File: src/hw/rtl/tsd_pkg.sv
// Shared types, codes and constants for the task slot dispatcher.
package tsd_pkg;

	localparam int SlotsDefault = 16;
	localparam int CntW         = 5;   // slot counts and scan positions
	localparam int MaskW        = 16;
	localparam int MaxReap      = 16;
	localparam int IdW          = 32;

	// operations
	localparam logic [2:0] OP_SUBMIT = 3'd0;
	localparam logic [2:0] OP_FINISH = 3'd1;
	localparam logic [2:0] OP_REAP   = 3'd2;
	localparam logic [2:0] OP_QUERY  = 3'd3;
	localparam logic [2:0] OP_COUNT  = 3'd4;

	// result status
	localparam logic [2:0] STS_DISPATCHED = 3'd0;
	localparam logic [2:0] STS_INLINE     = 3'd1;
	localparam logic [2:0] STS_BUSY       = 3'd2;
	localparam logic [2:0] STS_REAPED     = 3'd3;
	localparam logic [2:0] STS_NONE       = 3'd4;
	localparam logic [2:0] STS_ANSWER     = 3'd5;

	// slot states
	localparam logic [1:0] SL_FREE      = 2'd0;
	localparam logic [1:0] SL_SUBMITTED = 2'd1;
	localparam logic [1:0] SL_DONE      = 2'd2;

	// configuration register indexes
	localparam logic [1:0] CFG_ACTIVE = 2'd0;
	localparam logic [1:0] CFG_INLINE = 2'd1;
	localparam logic [1:0] CFG_MASK   = 2'd2;

	typedef struct packed {
		logic [2:0]     operation;
		logic [3:0]     slot;
		logic [IdW-1:0] query_id;
	} req_t;

	typedef struct packed {
		logic [2:0]      status;
		logic [IdW-1:0]  task_id;
		logic [3:0]      slot_index;
		logic            is_done;
		logic [CntW-1:0] free_count;
		logic            last;
	} rsp_t;

	// commands from the sequencer to the slot table
	typedef struct packed {
		logic       finish;  // submitted -> done, if submitted
		logic       st_we;
		logic [1:0] st_val;
		logic       id_we;
		logic       rd_en;
	} tbl_cmd_t;

	function automatic rsp_t mk_rsp(logic [2:0] status, logic [IdW-1:0] id,
			logic [3:0] idx, logic done, logic [CntW-1:0] cnt, logic last);
		rsp_t r;
		r.status     = status;
		r.task_id    = id;
		r.slot_index = idx;
		r.is_done    = done;
		r.free_count = cnt;
		r.last       = last;
		return r;
	endfunction

endpackage

File: src/hw/rtl/tsd_ram.sv
// Generic single-write, single-read RAM with registered read data.
module tsd_ram #(
	parameter int Width = 32,
	parameter int Depth = 16,
	localparam int AW = (Depth > 1) ? $clog2(Depth) : 1
) (
	input  logic             clk,
	input  logic             we,
	input  logic [AW-1:0]    waddr,
	input  logic [Width-1:0] wdata,
	input  logic             re,
	input  logic [AW-1:0]    raddr,
	output logic [Width-1:0] rdata
);
	logic [Width-1:0] mem [Depth];
	logic [Width-1:0] rdata_q;

	always_ff @(posedge clk) begin
		if (we) begin
			mem[waddr] <= wdata;
		end
		if (re) begin
			rdata_q <= mem[raddr];
		end
	end

	assign rdata = rdata_q;
endmodule

File: src/hw/rtl/tsd_slot_table.sv
// Slot state flops and the task id memory.
module tsd_slot_table import tsd_pkg::*; #(
	parameter int Slots = SlotsDefault,
	localparam int AW = (Slots > 1) ? $clog2(Slots) : 1
) (
	input  logic           clk,
	input  logic           arst_n,
	input  logic [AW-1:0]  idx,
	input  tbl_cmd_t       cmd,
	input  logic [IdW-1:0] wdata,
	output logic [1:0]     st,
	output logic [IdW-1:0] rdata
);
	logic [1:0]     st_q  [Slots];
	logic [Slots-1:0] written_q;
	logic           rd_written_q;
	logic [IdW-1:0] ram_rdata;

	assign st = st_q[idx];

	always_ff @(posedge clk or negedge arst_n) begin
		if (!arst_n) begin
			for (int s = 0; s < Slots; s++) begin
				st_q[s] <= SL_FREE;
			end
			written_q    <= '0;
			rd_written_q <= 1'b0;
		end else begin
			if (cmd.st_we) begin
				st_q[idx] <= cmd.st_val;
			end else if (cmd.finish && st_q[idx] == SL_SUBMITTED) begin
				st_q[idx] <= SL_DONE;
			end
			if (cmd.id_we) begin
				written_q[idx] <= 1'b1;
			end
			if (cmd.rd_en) begin
				rd_written_q <= written_q[idx];
			end
		end
	end

	tsd_ram #(
		.Width(IdW),
		.Depth(Slots)
	) u_id_ram (
		.clk  (clk),
		.we   (cmd.id_we),
		.waddr(idx),
		.wdata(wdata),
		.re   (cmd.rd_en),
		.raddr(idx),
		.rdata(ram_rdata)
	);

	// an id never written reads as zero
	assign rdata = rd_written_q ? ram_rdata : '0;
endmodule

File: src/hw/rtl/task_slot_dispatcher.sv
// Top level: request sequencer, configuration registers and result register.
//
// Each request is handled by a small sequencer that walks the active slots one at a
// time through a shared slot table and a single-port-read id memory, so the block
// takes one request at a time. Worker-finished and unknown operations are handled in
// the idle state and give no result; inline requests and id-zero queries skip the scan.
// Submit stops at the first usable free slot, or reports busy when none of the n
// active slots is, where n is the effective number of active slots; count-free scans
// all n. Query-done examines each slot in a scan and a compare state, because each
// compare waits on the registered id memory read. Reap reads the id of each reaped
// slot, and at most 16 slots are reaped per request. A finished result waits in an
// output register, so a stalled consumer only holds up the next result.
module task_slot_dispatcher import tsd_pkg::*; #(
	parameter int Slots = SlotsDefault
) (
	input  logic        clk,
	input  logic        arst_n,
	input  logic        req_valid,
	output logic        req_stall,
	input  req_t        req,
	output logic        rsp_valid,
	input  logic        rsp_stall,
	output rsp_t        rsp,
	input  logic        cfg_valid,
	output logic        cfg_ready,
	input  logic [1:0]  cfg_index,
	input  logic [MaskW-1:0] cfg_data
);
	localparam int AW = (Slots > 1) ? $clog2(Slots) : 1;

	localparam logic [2:0] S_IDLE  = 3'd0;
	localparam logic [2:0] S_SCAN  = 3'd1;
	localparam logic [2:0] S_CMP   = 3'd2;
	localparam logic [2:0] S_RDATA = 3'd3;
	localparam logic [2:0] S_PUT   = 3'd4;

	logic [2:0]      state_q, ret_q;
	logic [2:0]      op_q;
	logic [CntW-1:0] i_q, k_q, cnt_q;
	logic            held_v_q, out_v_q;
	logic [IdW-1:0]  next_id_q;
	logic [CntW-1:0] active_q;
	logic            inline_q;
	logic [MaskW-1:0] mask_q;

	logic [IdW-1:0]  id_q, qid_q, held_id_q;
	logic [3:0]      held_slot_q;
	rsp_t            res_q, out_q;

	tbl_cmd_t        cmd;
	logic [AW-1:0]   idx, scan_idx, fin_idx;
	logic [1:0]      st;
	logic [IdW-1:0]  rdata;
	logic [CntW-1:0] n;
	logic            at_end, usable, free_ok, fin_ok, accept;
	logic [IdW-1:0]  sub_id, sub_next;
	logic [CntW+AW-1:0] scan_wide;
	logic [4+AW-1:0]    fin_wide;

	assign accept = req_valid && state_q == S_IDLE;
	assign req_stall = state_q != S_IDLE;
	assign cfg_ready = state_q == S_IDLE;
	assign rsp_valid = out_v_q;
	assign rsp = out_q;

	// the end-of-scan position may wrap, but nothing is written there
	assign scan_wide = {{AW{1'b0}}, i_q};
	assign scan_idx  = scan_wide[AW-1:0];
	assign fin_wide  = {{AW{1'b0}}, req.slot};
	assign fin_idx   = fin_wide[AW-1:0];
	assign fin_ok    = 32'(req.slot) < 32'(Slots);

	assign n       = (32'(active_q) < 32'(Slots)) ? active_q : CntW'(Slots);
	assign at_end  = i_q >= n;
	assign usable  = i_q[4] ? 1'b1 : !mask_q[i_q[3:0]];
	assign free_ok = st == SL_FREE && usable;

	// id zero is skipped after wrap
	always_comb begin
		sub_id   = next_id_q;
		sub_next = next_id_q + 1'b1;
		if (next_id_q == '0) begin
			sub_id   = sub_next;
			sub_next = sub_next + 1'b1;
		end
	end

	always_comb begin
		cmd = '0;
		idx = scan_idx;
		unique case (state_q)
			S_IDLE: begin
				if (accept && req.operation == OP_FINISH && fin_ok) begin
					cmd.finish = 1'b1;
					idx = fin_idx;
				end
			end
			S_SCAN: begin
				if (!at_end) begin
					case (op_q)
						OP_SUBMIT: begin
							if (free_ok) begin
								cmd.st_we  = 1'b1;
								cmd.st_val = SL_SUBMITTED;
								cmd.id_we  = 1'b1;
							end
						end
						OP_REAP: begin
							if (32'(k_q) < MaxReap && st == SL_DONE) begin
								cmd.st_we  = 1'b1;
								cmd.st_val = SL_FREE;
								cmd.rd_en  = 1'b1;
							end
						end
						OP_QUERY: cmd.rd_en = 1'b1;
						default: ;
					endcase
				end
			end
			S_CMP, S_RDATA, S_PUT: ;
			default: ;
		endcase
	end

	tsd_slot_table #(
		.Slots(Slots)
	) u_table (
		.clk   (clk),
		.arst_n(arst_n),
		.idx   (idx),
		.cmd   (cmd),
		.wdata (id_q),
		.st    (st),
		.rdata (rdata)
	);

	// control
	always_ff @(posedge clk or negedge arst_n) begin
		if (!arst_n) begin
			state_q   <= S_IDLE;
			ret_q     <= S_IDLE;
			op_q      <= OP_SUBMIT;
			i_q       <= '0;
			k_q       <= '0;
			cnt_q     <= '0;
			held_v_q  <= 1'b0;
			out_v_q   <= 1'b0;
			next_id_q <= IdW'(1);
			active_q  <= '0;
			inline_q  <= 1'b1;
			mask_q    <= '0;
		end else begin
			if (cfg_valid && cfg_ready) begin
				unique case (cfg_index)
					CFG_ACTIVE: active_q <= cfg_data[CntW-1:0];
					CFG_INLINE: inline_q <= cfg_data[0];
					CFG_MASK:   mask_q   <= cfg_data;
					default: ;
				endcase
			end
			if (state_q == S_PUT && (!out_v_q || !rsp_stall)) begin
				out_v_q <= 1'b1;
			end else if (out_v_q && !rsp_stall) begin
				out_v_q <= 1'b0;
			end
			unique case (state_q)
				S_IDLE: begin
					if (accept) begin
						op_q  <= req.operation;
						i_q   <= '0;
						k_q   <= '0;
						cnt_q <= '0;
						ret_q <= S_IDLE;
						held_v_q <= 1'b0;
						case (req.operation)
							OP_SUBMIT: begin
								next_id_q <= sub_next;
								state_q   <= inline_q ? S_PUT : S_SCAN;
							end
							OP_REAP, OP_COUNT: state_q <= inline_q ? S_PUT : S_SCAN;
							OP_QUERY: begin
								state_q <= (inline_q || req.query_id == '0) ? S_PUT : S_SCAN;
							end
							default: ;
						endcase
					end
				end
				S_SCAN: begin
					case (op_q)
						OP_SUBMIT: begin
							if (at_end || free_ok) begin
								state_q <= S_PUT;
							end else begin
								i_q <= i_q + 1'b1;
							end
						end
						OP_COUNT: begin
							if (at_end) begin
								state_q <= S_PUT;
							end else begin
								if (free_ok) begin
									cnt_q <= cnt_q + 1'b1;
								end
								i_q <= i_q + 1'b1;
							end
						end
						OP_QUERY: state_q <= at_end ? S_PUT : S_CMP;
						OP_REAP: begin
							if (at_end || 32'(k_q) >= MaxReap) begin
								held_v_q <= 1'b0;
								ret_q    <= S_IDLE;
								state_q  <= S_PUT;
							end else if (st == SL_DONE) begin
								state_q <= S_RDATA;
							end else begin
								i_q <= i_q + 1'b1;
							end
						end
						default: state_q <= S_IDLE;
					endcase
				end
				S_CMP: begin
					if (rdata == qid_q) begin
						state_q <= S_PUT;
					end else begin
						i_q     <= i_q + 1'b1;
						state_q <= S_SCAN;
					end
				end
				S_RDATA: begin
					// previous reaped slot goes out now; this one is held
					// until we know whether it is the last
					held_v_q <= 1'b1;
					i_q      <= i_q + 1'b1;
					k_q      <= k_q + 1'b1;
					if (held_v_q) begin
						ret_q   <= S_SCAN;
						state_q <= S_PUT;
					end else begin
						state_q <= S_SCAN;
					end
				end
				S_PUT: begin
					if (!out_v_q || !rsp_stall) begin
						state_q <= ret_q;
					end
				end
				default: state_q <= S_IDLE;
			endcase
		end
	end

	// payload
	always_ff @(posedge clk) begin
		unique case (state_q)
			S_IDLE: begin
				if (accept) begin
					qid_q <= req.query_id;
					id_q  <= sub_id;
					case (req.operation)
						OP_SUBMIT: res_q <= mk_rsp(STS_INLINE, sub_id, 4'd0, 1'b0, '0, 1'b1);
						OP_REAP:   res_q <= mk_rsp(STS_NONE, '0, 4'd0, 1'b0, '0, 1'b1);
						OP_QUERY:  res_q <= mk_rsp(STS_ANSWER, '0, 4'd0, 1'b1, '0, 1'b1);
						OP_COUNT:  res_q <= mk_rsp(STS_ANSWER, '0, 4'd0, 1'b0, '0, 1'b1);
						default: ;
					endcase
				end
			end
			S_SCAN: begin
				case (op_q)
					OP_SUBMIT: begin
						if (at_end) begin
							res_q <= mk_rsp(STS_BUSY, '0, 4'd0, 1'b0, '0, 1'b1);
						end else begin
							res_q <= mk_rsp(STS_DISPATCHED, id_q, i_q[3:0], 1'b0, '0, 1'b1);
						end
					end
					OP_COUNT: res_q <= mk_rsp(STS_ANSWER, '0, 4'd0, 1'b0, cnt_q, 1'b1);
					OP_QUERY: res_q <= mk_rsp(STS_ANSWER, '0, 4'd0, 1'b1, '0, 1'b1);
					OP_REAP: begin
						if (held_v_q) begin
							res_q <= mk_rsp(STS_REAPED, held_id_q, held_slot_q, 1'b0, '0, 1'b1);
						end else begin
							res_q <= mk_rsp(STS_NONE, '0, 4'd0, 1'b0, '0, 1'b1);
						end
					end
					default: ;
				endcase
			end
			S_CMP: res_q <= mk_rsp(STS_ANSWER, '0, 4'd0, st != SL_SUBMITTED, '0, 1'b1);
			S_RDATA: begin
				res_q       <= mk_rsp(STS_REAPED, held_id_q, held_slot_q, 1'b0, '0, 1'b0);
				held_id_q   <= rdata;
				held_slot_q <= i_q[3:0];
			end
			S_PUT: begin
				if (!out_v_q || !rsp_stall) begin
					out_q <= res_q;
				end
			end
			default: ;
		endcase
	end
endmodule

File: config.mk
export PLATFORM = sky130hd
export DESIGN_NAME = task_slot_dispatcher
export DESIGN_NICKNAME = d
export VERILOG_FILES = /design/src/hw/rtl/tsd_pkg.sv /design/src/hw/rtl/tsd_ram.sv /design/src/hw/rtl/tsd_slot_table.sv /design/src/hw/rtl/task_slot_dispatcher.sv
export SDC_FILE = /design/constraint.sdc
export NUM_CORES = 1
export LEC_CHECK = 0
export ABC_CLOCK_PERIOD_IN_PS = 13400
export BUFFER_PORTS_ARGS = -buffer_cell sky130_fd_sc_hd__buf_2
export CAP_MARGIN = 20
export CORE_ASPECT_RATIO = 1.2
export CORE_MARGIN = 4
export CORE_UTILIZATION = 55
export DETAILED_ROUTE_END_ITERATION = 16
export GPL_TIMING_DRIVEN = 0
export PLACE_DENSITY_LB_ADDON = 0.15
export SYNTH_ARGS = -nofsm -noshare
export SYNTH_HDL_FRONTEND = slang
export SYNTH_SLANG_ARGS = --single-unit
export TNS_END_PERCENT = 1
File: constraint.sdc
create_clock -name clk -period 13.4 [get_ports clk]
set_clock_uncertainty 0.05 [all_clocks]
set_input_delay 0.67 -clock clk [delete_from_list [all_inputs] [get_ports clk]]
set_output_delay 0.67 -clock clk [all_outputs]
set_load 0.05 [all_outputs]
# Yosys cells after proc, flatten, opt, wreduce, memory -nomap -nowiden
# Memories as Yosys holds them, arrays and structs flattened. A register that Yosys moved wholly into a read port is not among the register bits.
# Cells that the tools add are included.
# classes
n_addsub	5
magnitude_cmp	9
eq_ne	37
muxes	77
n_bitwise	5
reduce_logical	45
# ops
op	count
$pmux W46 S4	3
$mux W32	5
$mux W46	2
$add A32 B1 Y32 const B	2
$logic_not A32 Y1	2
$mux W5	12
$mux W3	16
$mux W45	1
$bwmux W32	1
$eq A32 B32 Y1	1
$or A16 B16 Y16	2
$pmux W5 S2	2
$pmux W5 S4	1
$eq A3 B2 Y1 const B	6
$ne A3 B3 Y1 const B	6
$and A16 B16 Y16	1
$not A16 Y16	1
$add A5 B1 Y5 const B	3
$mux W1	15
$pmux W3 S5	1
$pmux W5 S3	1
$mux W4	3
$ne A2 B2 Y1 const B	6
$pmux W3 S2	2
41 further kinds	83
# totals
ff_bits	321
ram_bits	512
wordCells	225
mem_count	1
# mem_list
memory	depth	word_bits	read_ports	rd_clocked_by_memory_dff	wr	line	rtl
u_table.u_id_ram.mem	16	32	1	1	1	tsd_ram.sv:15	logic [Width-1:0] mem [Depth];

# Logic depth before layout (Yosys ltp)
# Gate-level depths: netlist (run 1).
# depth
depth_word	17
ltp_mapped	14
ltp_nobuf	11

# By module
# From an unflattened synthesis (run 1), not the netlist that was laid out.
# hier_totals
cells_unflattened	2017
hier_area_um2	34611.9
# by_module_without_submodules
module	instances	cells_per_inst	area_each_um2
tsd_ram	1	838	20155.6
task_slot_dispatcher	1	841	11324.6
tsd_slot_table	1	338	3131.8

# Worst setup path after synthesis (run 1)
# No wires, ideal clock.
# synth_path
kind	input-to-reg
from	input req[33] (netlist bit)
to	register u_table.rd_written_q
setup_ns	0.080
arrival_time_ns	6.000
required_ns	13.270
path_slack_ns	7.270
cell_stages	7
cell_sequence	buf_2 > mux4_2 > mux4_2 > mux2i_1 > a31oi_1 > nor4_1 > mux2_2
# synth_between
elab_chain_len	12
# synth_rtl
item	line	rtl
start, declared	task_slot_dispatcher.sv:20	input req_t req,
$mux W4	task_slot_dispatcher.sv:93	if (accept && req.operation == OP_FINISH && fin_ok) begin
$mux W4	task_slot_dispatcher.sv:91	unique case (state_q)
$not A4 Y5 (implied by the code)	tsd_slot_table.sv:19	assign st = st_q[idx];
$bmux W2 S4	tsd_slot_table.sv:19	
$mux W2 (implied by the code) (2 in series)	tsd_slot_table.sv:19	
$eq A2 B2 Y1	task_slot_dispatcher.sv:109	if (32'(k_q) < MaxReap && st == SL_DONE) begin
$logic_and A1 B1 Y1	task_slot_dispatcher.sv:109	
$mux W1	task_slot_dispatcher.sv:109	
$pmux W1 S2	task_slot_dispatcher.sv:100	case (op_q)
$mux W5	task_slot_dispatcher.sv:99	if (!at_end) begin
$mux W5	task_slot_dispatcher.sv:91	
named net u_table.u_id_ram.re	tsd_ram.sv:11	input logic re,
end signal, assigned	tsd_slot_table.sv:38	rd_written_q <= written_q[idx];
end, declared	tsd_slot_table.sv:16	logic rd_written_q;
# The timed path passes the listed nets, and every way through them passes these cells. The select of a mux whose other input is x is not followed.
# A chain may end at the register's enable or synchronous reset.

# Worst setup path after layout (run 1)
# layout_path
from	register state_q[1]
to	memory u_table.u_id_ram.mem[9][18], enable pin
# layout_between
elab_chain_len	17
# layout_rtl
item	line	rtl
start, declared	task_slot_dispatcher.sv:37	logic [2:0] state_q, ret_q;
start signal, assigned	task_slot_dispatcher.sv:178	state_q <= inline_q ? S_PUT : S_SCAN;
start signal, assigned	task_slot_dispatcher.sv:180	OP_REAP, OP_COUNT: state_q <= inline_q ? S_PUT : S_SCAN;
start signal, assigned	task_slot_dispatcher.sv:182	state_q <= (inline_q || req.query_id == '0) ? S_PUT : S_SCAN;
$logic_not A3 Y1	task_slot_dispatcher.sv:60, task_slot_dispatcher.sv:91	
$logic_and A1 B1 Y1	task_slot_dispatcher.sv:60	assign accept = req_valid && state_q == S_IDLE;
$logic_and A1 B1 Y1	task_slot_dispatcher.sv:93	
$mux W4	task_slot_dispatcher.sv:93	
$mux W4	task_slot_dispatcher.sv:91	
$not A4 Y5 (implied by the code)	tsd_slot_table.sv:19	
$bmux W2 S4	tsd_slot_table.sv:19	
$mux W2 (implied by the code) (2 in series)	tsd_slot_table.sv:19	
$logic_not A2 Y1	task_slot_dispatcher.sv:76	assign free_ok = st == SL_FREE && usable;
$logic_and A1 B1 Y1	task_slot_dispatcher.sv:76	
$mux W4	task_slot_dispatcher.sv:102	if (free_ok) begin
$mux W1	task_slot_dispatcher.sv:100	
$mux W5	task_slot_dispatcher.sv:99	
$mux W5	task_slot_dispatcher.sv:91	
$mux W1	tsd_ram.sv:19	if (we) begin
$mux W1 (implied by the code)	tsd_ram.sv:20	mem[waddr] <= wdata;
end, declared	tsd_ram.sv:15	
# Parallel ways exist; a longest one is shown, timed or not. The select of a mux whose other input is x is not followed.

==> flow_metrics.py, run 1 <==
metrics = {
    "critical_path": {
        "cp_max_fo": 18,
        "crit_type": "flop to flop",
        "crit_arrival_ns": 5.22,
        "cp-end-kind": "flop",
        "rrSetupSlack_ns": 8.48,
        "cp.required_ns": 13.70,
        "reg2reg_depth": 12,
        "critical_path.cell_chain": "buf_6, or4b_4, buf_6, clkinv_8, nand2_4, buf_2, o21ai_2, buf_2, buf_1, nand2_1, nor2_4, buf_16",
        "startpoint_type": "flop",
        "crit_slowest_cell": "nor2_4",
        "cpPeakStageDelay_ns": 0.67,
    },
    "status": {
        "status": "finished clean",
    },
    "layout": {
        "area_delta_synth_final_pct": 15.1,
        "final_nets": 2523,
        "utilization_pct": 64.1,
        "layout_common_cells": "edfxtp_1 (736), a22oi_1 (268), a21oi_1 (189)",
        "drive_gt1_share_pct": 15.0,
        "antennaDiodeCount": 0,
        "design_area_sq_mm": 0.0391,
        "final_common_cell": "edfxtp_1",
        "nFillCells": 4311,
    },
    "sta": {
        "tightest_slew_ns": 1.16,
        "slew_headroom_pct": 22.5,
        "final.setup.worst_slack_ns": 8.48,
        "fin_crit_ns": 4.92,
        "max_freq_ghz": 0.203,
        "rsz0062_at_grt": "false",
        "final.period_utilization_pct": 36.7,
        "setup_viol": 0,
        "finalHoldViolCount": 0,
        "fin_setup_tns_ns": 0,
        "drv_slew": 0,
    },
    "power_and_ir_drop": {
        "p_per_area_mw_per_mm2": 202,
        "power_mw": 7.89,
        "leakage_nw": 13.5,
        "ir_drop_uv": 127,
    },
    "floorplanning": {
        "coreArea_sq_mm": 0.0611,
        "dieArea_sq_mm": 0.0659,
        "fp-row-count": 99,
        "die_w_microns": 235,
        "initial_core_util_pct": 55.7,
        "ioPinCount": 111,
        "die_h_microns": 280,
    },
    "routing": {
        "wl_per_cell_microns": 27.8,
        "drt-initial-drc-count": 2681,
        "vias": 21500,
        "drt_first_pass_iters": 7,
        "vias_per_cell": 6.47,
        "drc": 0,
        "drt-total-wl_microns": 92300,
        "postRouteAntennaNets": 0,
    },
    "global_routing": {
        "grtUsageTotal_pct": 27.5,
        "grt_pass1_wl_microns": 136000,
        "antenna_found_initial": 6,
        "grt_overflow": 0,
        "grt_max_degree": 82,
        "grt_pass1_vias": 21300,
    },
    "synth": {
        "ys.flop_type": "edfxtp_1",
        "syn_area_sq_mm": 0.0340,
        "synth-seq-cells": 863,
        "synth.distinct_cells": 73,
        "syn_avg_cell_area_sq_um": 15.3,
        "syn_inst": 2222,
        "synth_nets": 2297,
        "yosysSeqAreaShare_pct": 74.4,
        "yosysWarnings": 0,
        "synthArstFlopShare_pct": 14.7,
        "synth_edf_count": 736,
    },
    "placed_design": {
        "placed_cell_area_sq_mm": 0.0363,
        "pre_cts_ws_ns": 8.23,
        "port_buffers": 109,
        "place_congestion": 0.930,
        "place_hpwl_microns": 62300,
    },
    "flow_run": {
        "drv_cap": 0,
    },
    "clock_network": {
        "clock-sinks": 863,
        "cts.path.max_buffers": 3,
        "path_clk_slew_ns": 0.06,
        "worstSkewPairLatency_ns": 0.65,
        "clockRootBuffer": "clkbuf_16",
        "h-tree-depth": 3,
        "cts_tree": "built",
        "numCtsBuffers": 85,
    },
    "worst_hold_path": {
        "whs_path_depth": 1,
        "worst_hold_path_type": "input port to flop",
    },
}
through the flow:
| stage | hold WS, ns | std cells |
|---|---|---|
| global route | 0.145 | 3324 |
| detailed placement | 0.355 | 3168 |
| finish | 0.175 | 3324 |
| CTS | 0.145 | 3324 |
| floorplan | 0.324 | 2222 |
| global placement | 0.352 | 3139 |
final cells by class:
type,instances,area [sq um],area share [%]
flip-flops and latches,863,25300,64.6
multi-input cells,1145,7970,20.4
clock buffers,107,2260,5.78
repair buffers,139,1150,2.95
well taps,808,1010,2.58
plain buffers,149,623,1.59
clock inverters,48,582,1.49
inverters,65,256,0.655
where the power goes:
group | switching, mW | internal [mW]
registers | 0.226 | 3.35
clock network | 1.01 | 1.42
logic | 1.30 | 0.583
total | 2.54 | 5.35
worst paths after layout:
kind                                 start                          end
worst min register to register   res_q[38]                      rsp[38]
worst max-delay path            state_q[1]  u_table.u_id_ram.mem[9][18]
worst max register to register  state_q[1]  u_table.u_id_ram.mem[9][18]
min in group asynchronous           arst_n                     cnt_q[3]
max in group asynchronous           arst_n                      op_q[0]
worst min-delay path                req[2]                     qid_q[2]
layer usage:
layer | share of wire [%] | GRT usage, % | routed length, microns
met4 | 3.7 | 10.3 | 3400
met3 | 8.9 | 5.39 | 8250
met5 | 0 | 0 | 0
met2 | 50 | 46.4 | 45800
met1 | 38 | 35.9 | 34900
critical path, delay by kind of cell, from the launching register on:
kind                   cells  cell delay [ns]
AOI/OAI and AO/OA          1             0.63
and+or+nand+nor            4             1.59
buffers and inverters      7             1.92
DFF                        1             0.37
state kept, by name (all words and copies together) (netlist names), 4 cells and up:
register	count
cnt_q	5
id_q	32
u_table.st_q	32
u_table.u_id_ram.mem	512
held_slot_q	4
u_table.u_id_ram.rdata	32
next_id_q	32
i_q	5
active_q	5
held_id_q	32
res_q	46
qid_q	32
k_q	5
u_table.written_q	16
mask_q	16
rsp	46
logic make-up (layout without fill, tap and decap cells):
kind of cell | count (synthesis) | count (layout) | share of synthesized area (%)
compound gates | 632 | 632 | 12.4
xor+xnor | 46 | 46 | 1.19
fa+ha+maj | 13 | 13 | 0.479
buf+inv | 214 | 508 | 2.58
flops | 863 | 863 | 74.4
mux | 54 | 54 | 2.53
simple gates | 400 | 400 | 6.49
synthesized netlist by cell type (4+ instances only):
library cell / instances / share of area [%]
clkbuf_1: 115 / 1.3
nand2b_1: 13 / 0.24
nor2_1: 77 / 0.85
or2_2: 10 / 0.18
mux4_2: 23 / 1.5
or2_1: 7 / 0.13
nor2b_1: 4 / 0.074
ha_1: 13 / 0.48
or4_1: 35 / 0.77
a31oi_1: 8 / 0.15
nor3_2: 4 / 0.12
nand4_1: 13 / 0.24
nor2_2: 5 / 0.092
nor4_1: 21 / 0.39
a222oi_1: 32 / 0.94
nand3_1: 42 / 0.62
buf_4: 5 / 0.11
xor2_1: 27 / 0.70
dfrtp_1: 125 / 9.2
a22o_1: 4 / 0.10
o22ai_1: 18 / 0.33
nand2_1: 75 / 0.83
and2_1: 38 / 0.70
buf_1: 11 / 0.12
mux2i_1: 6 / 0.18
and3_1: 9 / 0.17
inv_1: 63 / 0.70
a22oi_1: 268 / 5.9
or3_1: 4 / 0.074
edfxtp_1: 736 / 65
mux2_2: 24 / 0.80
a21oi_1: 190 / 2.8
nand4b_1: 14 / 0.36
xnor2_1: 19 / 0.49
buf_2: 15 / 0.22
nor3_1: 15 / 0.22
o21ai_0: 71 / 1.0
o21a_1: 10 / 0.22
timing repair:
action | CTS | global route
endpoints found under the hold margin | 45 | 0
setup endpoints to repair | 0 | 0
hold buffers | 1 | 0
resized for setup | 0 | 0
buffers inserted | 0 | 0
Note: power is estimated with default switching activity, not from simulation.
==> inputs of run 2 (changes only) <==
ABC_CLOCK_PERIOD_IN_PS = 5000   (was 13400)
clock period = 5 ns   (was 13.4 ns; I/O delays follow)
==> run 2 against run 1 <==
  * Wire length up 2.7%
  * Design area grew 1.7%
  * Sequential share of layout area decreased by 1.1 points
  * Die area stayed put
  * Utilization increased by 1.1 points
  * First-iteration DRC count rose by 3.8%
  * Sequential cell count is the same
  * Sequential power rose to 2.7 times the previous value
  * Total power grew to 2.7 times the previous value
  * Critical path type unchanged
  * Largest cell class unchanged
  * Largest power group unchanged
==> flow_metrics.py, run 2 (synthesis results as in run 1) <==
metrics = {
    "power_and_ir_drop": {
        "combPwrFrac_pct": 24.1,
        "leakage_nw": 13.8,
        "p_switching_mw": 6.90,
        "pwr-share-clk_pct": 30.9,
        "internal-power_mw": 14.4,
        "seqPwrFrac_pct": 45.0,
        "power_mw": 21.3,
        "ir_drop_uv": 361,
        "switching_share_pct": 32.4,
        "p_per_area_mw_per_mm2": 535,
    },
    "critical_path": {
        "cp.required_ns": 5.29,
        "crit_slowest_cell": "o21ai_2",
        "crit_arrival_ns": 5.16,
        "startpoint_type": "flop",
        "crit_buf_inv": 7,
        "cpPeakStageDelay_ns": 0.76,
        "critical_path.cell_chain": "buf_6, or4b_4, buf_6, clkinv_8, nand2_4, buf_2, o21ai_2, buf_2, buf_1, nand2_1, nor2_4, buf_12",
        "cp-startpoint": "state_q[1]",
        "crit_type": "flop to flop",
        "cp_max_fo": 19,
        "r2r-start": "state_q[1]",
        "crit_family": "buffers and inverters",
        "cp-end-kind": "flop",
    },
    "sta": {
        "final.period_utilization_pct": 97.4,
        "tightest_slew_ns": 1.13,
        "slew_headroom_pct": 24.5,
        "rsz0062_at_grt": "false",
        "fin_crit_ns": 4.87,
        "fin_hold_ws_ns": 0.0398,
        "setup_viol": 0,
        "finalHoldViolCount": 0,
        "fin_setup_tns_ns": 0,
        "max_freq_ghz": 0.205,
        "drv_slew": 0,
    },
    "floorplanning": {
        "dieArea_sq_mm": 0.0659,
        "die_w_microns": 235,
        "fp-row-count": 99,
        "initial_core_util_pct": 55.7,
        "ioPinCount": 111,
        "die_h_microns": 280,
        "coreArea_sq_mm": 0.0611,
    },
    "clock_network": {
        "h-tree-depth": 3,
        "numCtsBuffers": 84,
        "clockRootBuffer": "clkbuf_16",
        "path_clk_slew_ns": 0.06,
        "cts_tree": "built",
        "cts.path.max_buffers": 3,
        "clock-sinks": 863,
        "worstSkewPairLatency_ns": 0.64,
        "cts_resized": 0,
    },
    "global_routing": {
        "top_usage_layer": "met2",
        "use_met3_pct": 4.63,
        "grt_pass1_vias": 21500,
        "grt_pass1_wl_microns": 138000,
        "antenna_found_initial": 3,
        "grt_max_degree": 81,
        "grt_overflow": 0,
        "grtUsageTotal_pct": 28.1,
        "grtUsageMet1_pct": 37.1,
        "grt.met2_usage_pct": 47.7,
    },
    "placed_design": {
        "place_hpwl_microns": 63500,
        "port_buffers": 109,
        "placed_cell_area_sq_mm": 0.0363,
        "place_congestion": 0.929,
    },
    "routing": {
        "wl_per_cell_microns": 28.0,
        "drt-initial-drc-count": 2782,
        "postRouteAntennaNets": 0,
        "vias": 21800,
        "drt_first_pass_iters": 6,
        "vias_per_cell": 6.42,
        "drt-total-wl_microns": 94800,
        "drc": 0,
    },
    "layout": {
        "layout_common_cells": "edfxtp_1 (736), a22oi_1 (268), a21oi_1 (189)",
        "final_common_cell": "edfxtp_1",
        "nFillCells": 4291,
        "top_register": "u_table.u_id_ram.mem",
        "drive_gt1_share_pct": 15.2,
        "area_delta_synth_final_pct": 17.1,
        "largest_register_ffs": 512,
        "final_nets": 2581,
        "design_area_sq_mm": 0.0398,
    },
    "worst_hold_path": {
        "worst_hold_path_type": "input port to flop",
        "min_from": "cfg_valid",
    },
    "status": {
        "status": "finished clean",
    },
    "flow_run": {
        "drv_cap": 0,
    },
}
run 2: final timing paths:
path / end / slack [ns] / cells past startpoint
setup / recovery: u_table.u_id_ram.mem[9][15] / 0.13 / 12
hold / removal: inline_q / 0.04 / 5
setup reg to reg: u_table.u_id_ram.mem[9][15] / 0.13 / 12
hold reg to reg: rsp[16] / 0.37 / 0
max in group asynchronous: u_table.st_q[12] / 4.03 / 3
min in group asynchronous: cnt_q[0] / 0.08 / 2
run 2: power by group through the flow:
stage	Sequential [mW]	Clock, mW	Combinational (mW)
after floorplan	9.84	0	2.82
after global placement	9.73	0	4.77
after detailed placement	9.70	0	4.99
after CTS	9.57	6.65	5.06
after global routing	9.66	6.96	5.43
final	9.59	6.58	5.12
run 2: metrics by stage:
| stage | utilization (%) | setup WS [ns] | cells |
|---|---|---|---|
| 2_1_floorplan | - | 0.170 | 2222 |
| 3_3_place_gp | 58.2 | -2.59 | 3139 |
| 3_5_place_dp | 59.5 | 0.0944 | 3169 |
| 4_1_cts | 65.2 | 0.0494 | 3381 |
| 5_1_grt | 65.2 | 0.0647 | 3385 |
| 6_report | 65.2 | 0.129 | 3386 |
run 2: area by class of cell:
| class | count | area, sq um | share of cell area, % |
|---|---|---|---|
| sequential | 863 | 25300 | 63.5 |
| multi-input combinational | 1145 | 7980 | 20.0 |
| clock buffer | 102 | 2260 | 5.68 |
| timing repair buffer | 198 | 1780 | 4.46 |
| tap | 808 | 1010 | 2.54 |
| clock inverter | 53 | 623 | 1.56 |
| buffer | 149 | 623 | 1.56 |
| inverter | 65 | 256 | 0.644 |
| antenna | 3 | 7.51 | 0.0189 |
run 2: layer usage:
metal / vias up / routed length, microns
li1: 9342 / -
met1: 11000 / 36300
met2: 1201 / 47300
met3: 182 / 8010
met4: 0 / 3200
met5: - / 0
run 2: repair_timing:
action                     4_1_cts  5_1_grt
hold endpoints to repair       106        0
setup endpoints to repair        0       17
hold buffers                    57        0
buffers inserted                 0        1
run 2: worst reg2reg max path, stage by stage (launching register included):
cell	delay, ns
dfrtp_1	0.37
buf_6	0.14
or4b_4	0.53
buf_6	0.18
clkinv_8	0.08
nand2_4	0.08
buf_2	0.23
o21ai_2	0.76
buf_2	0.43
buf_1	0.59
nand2_1	0.28
nor2_4	0.58
buf_12	0.28
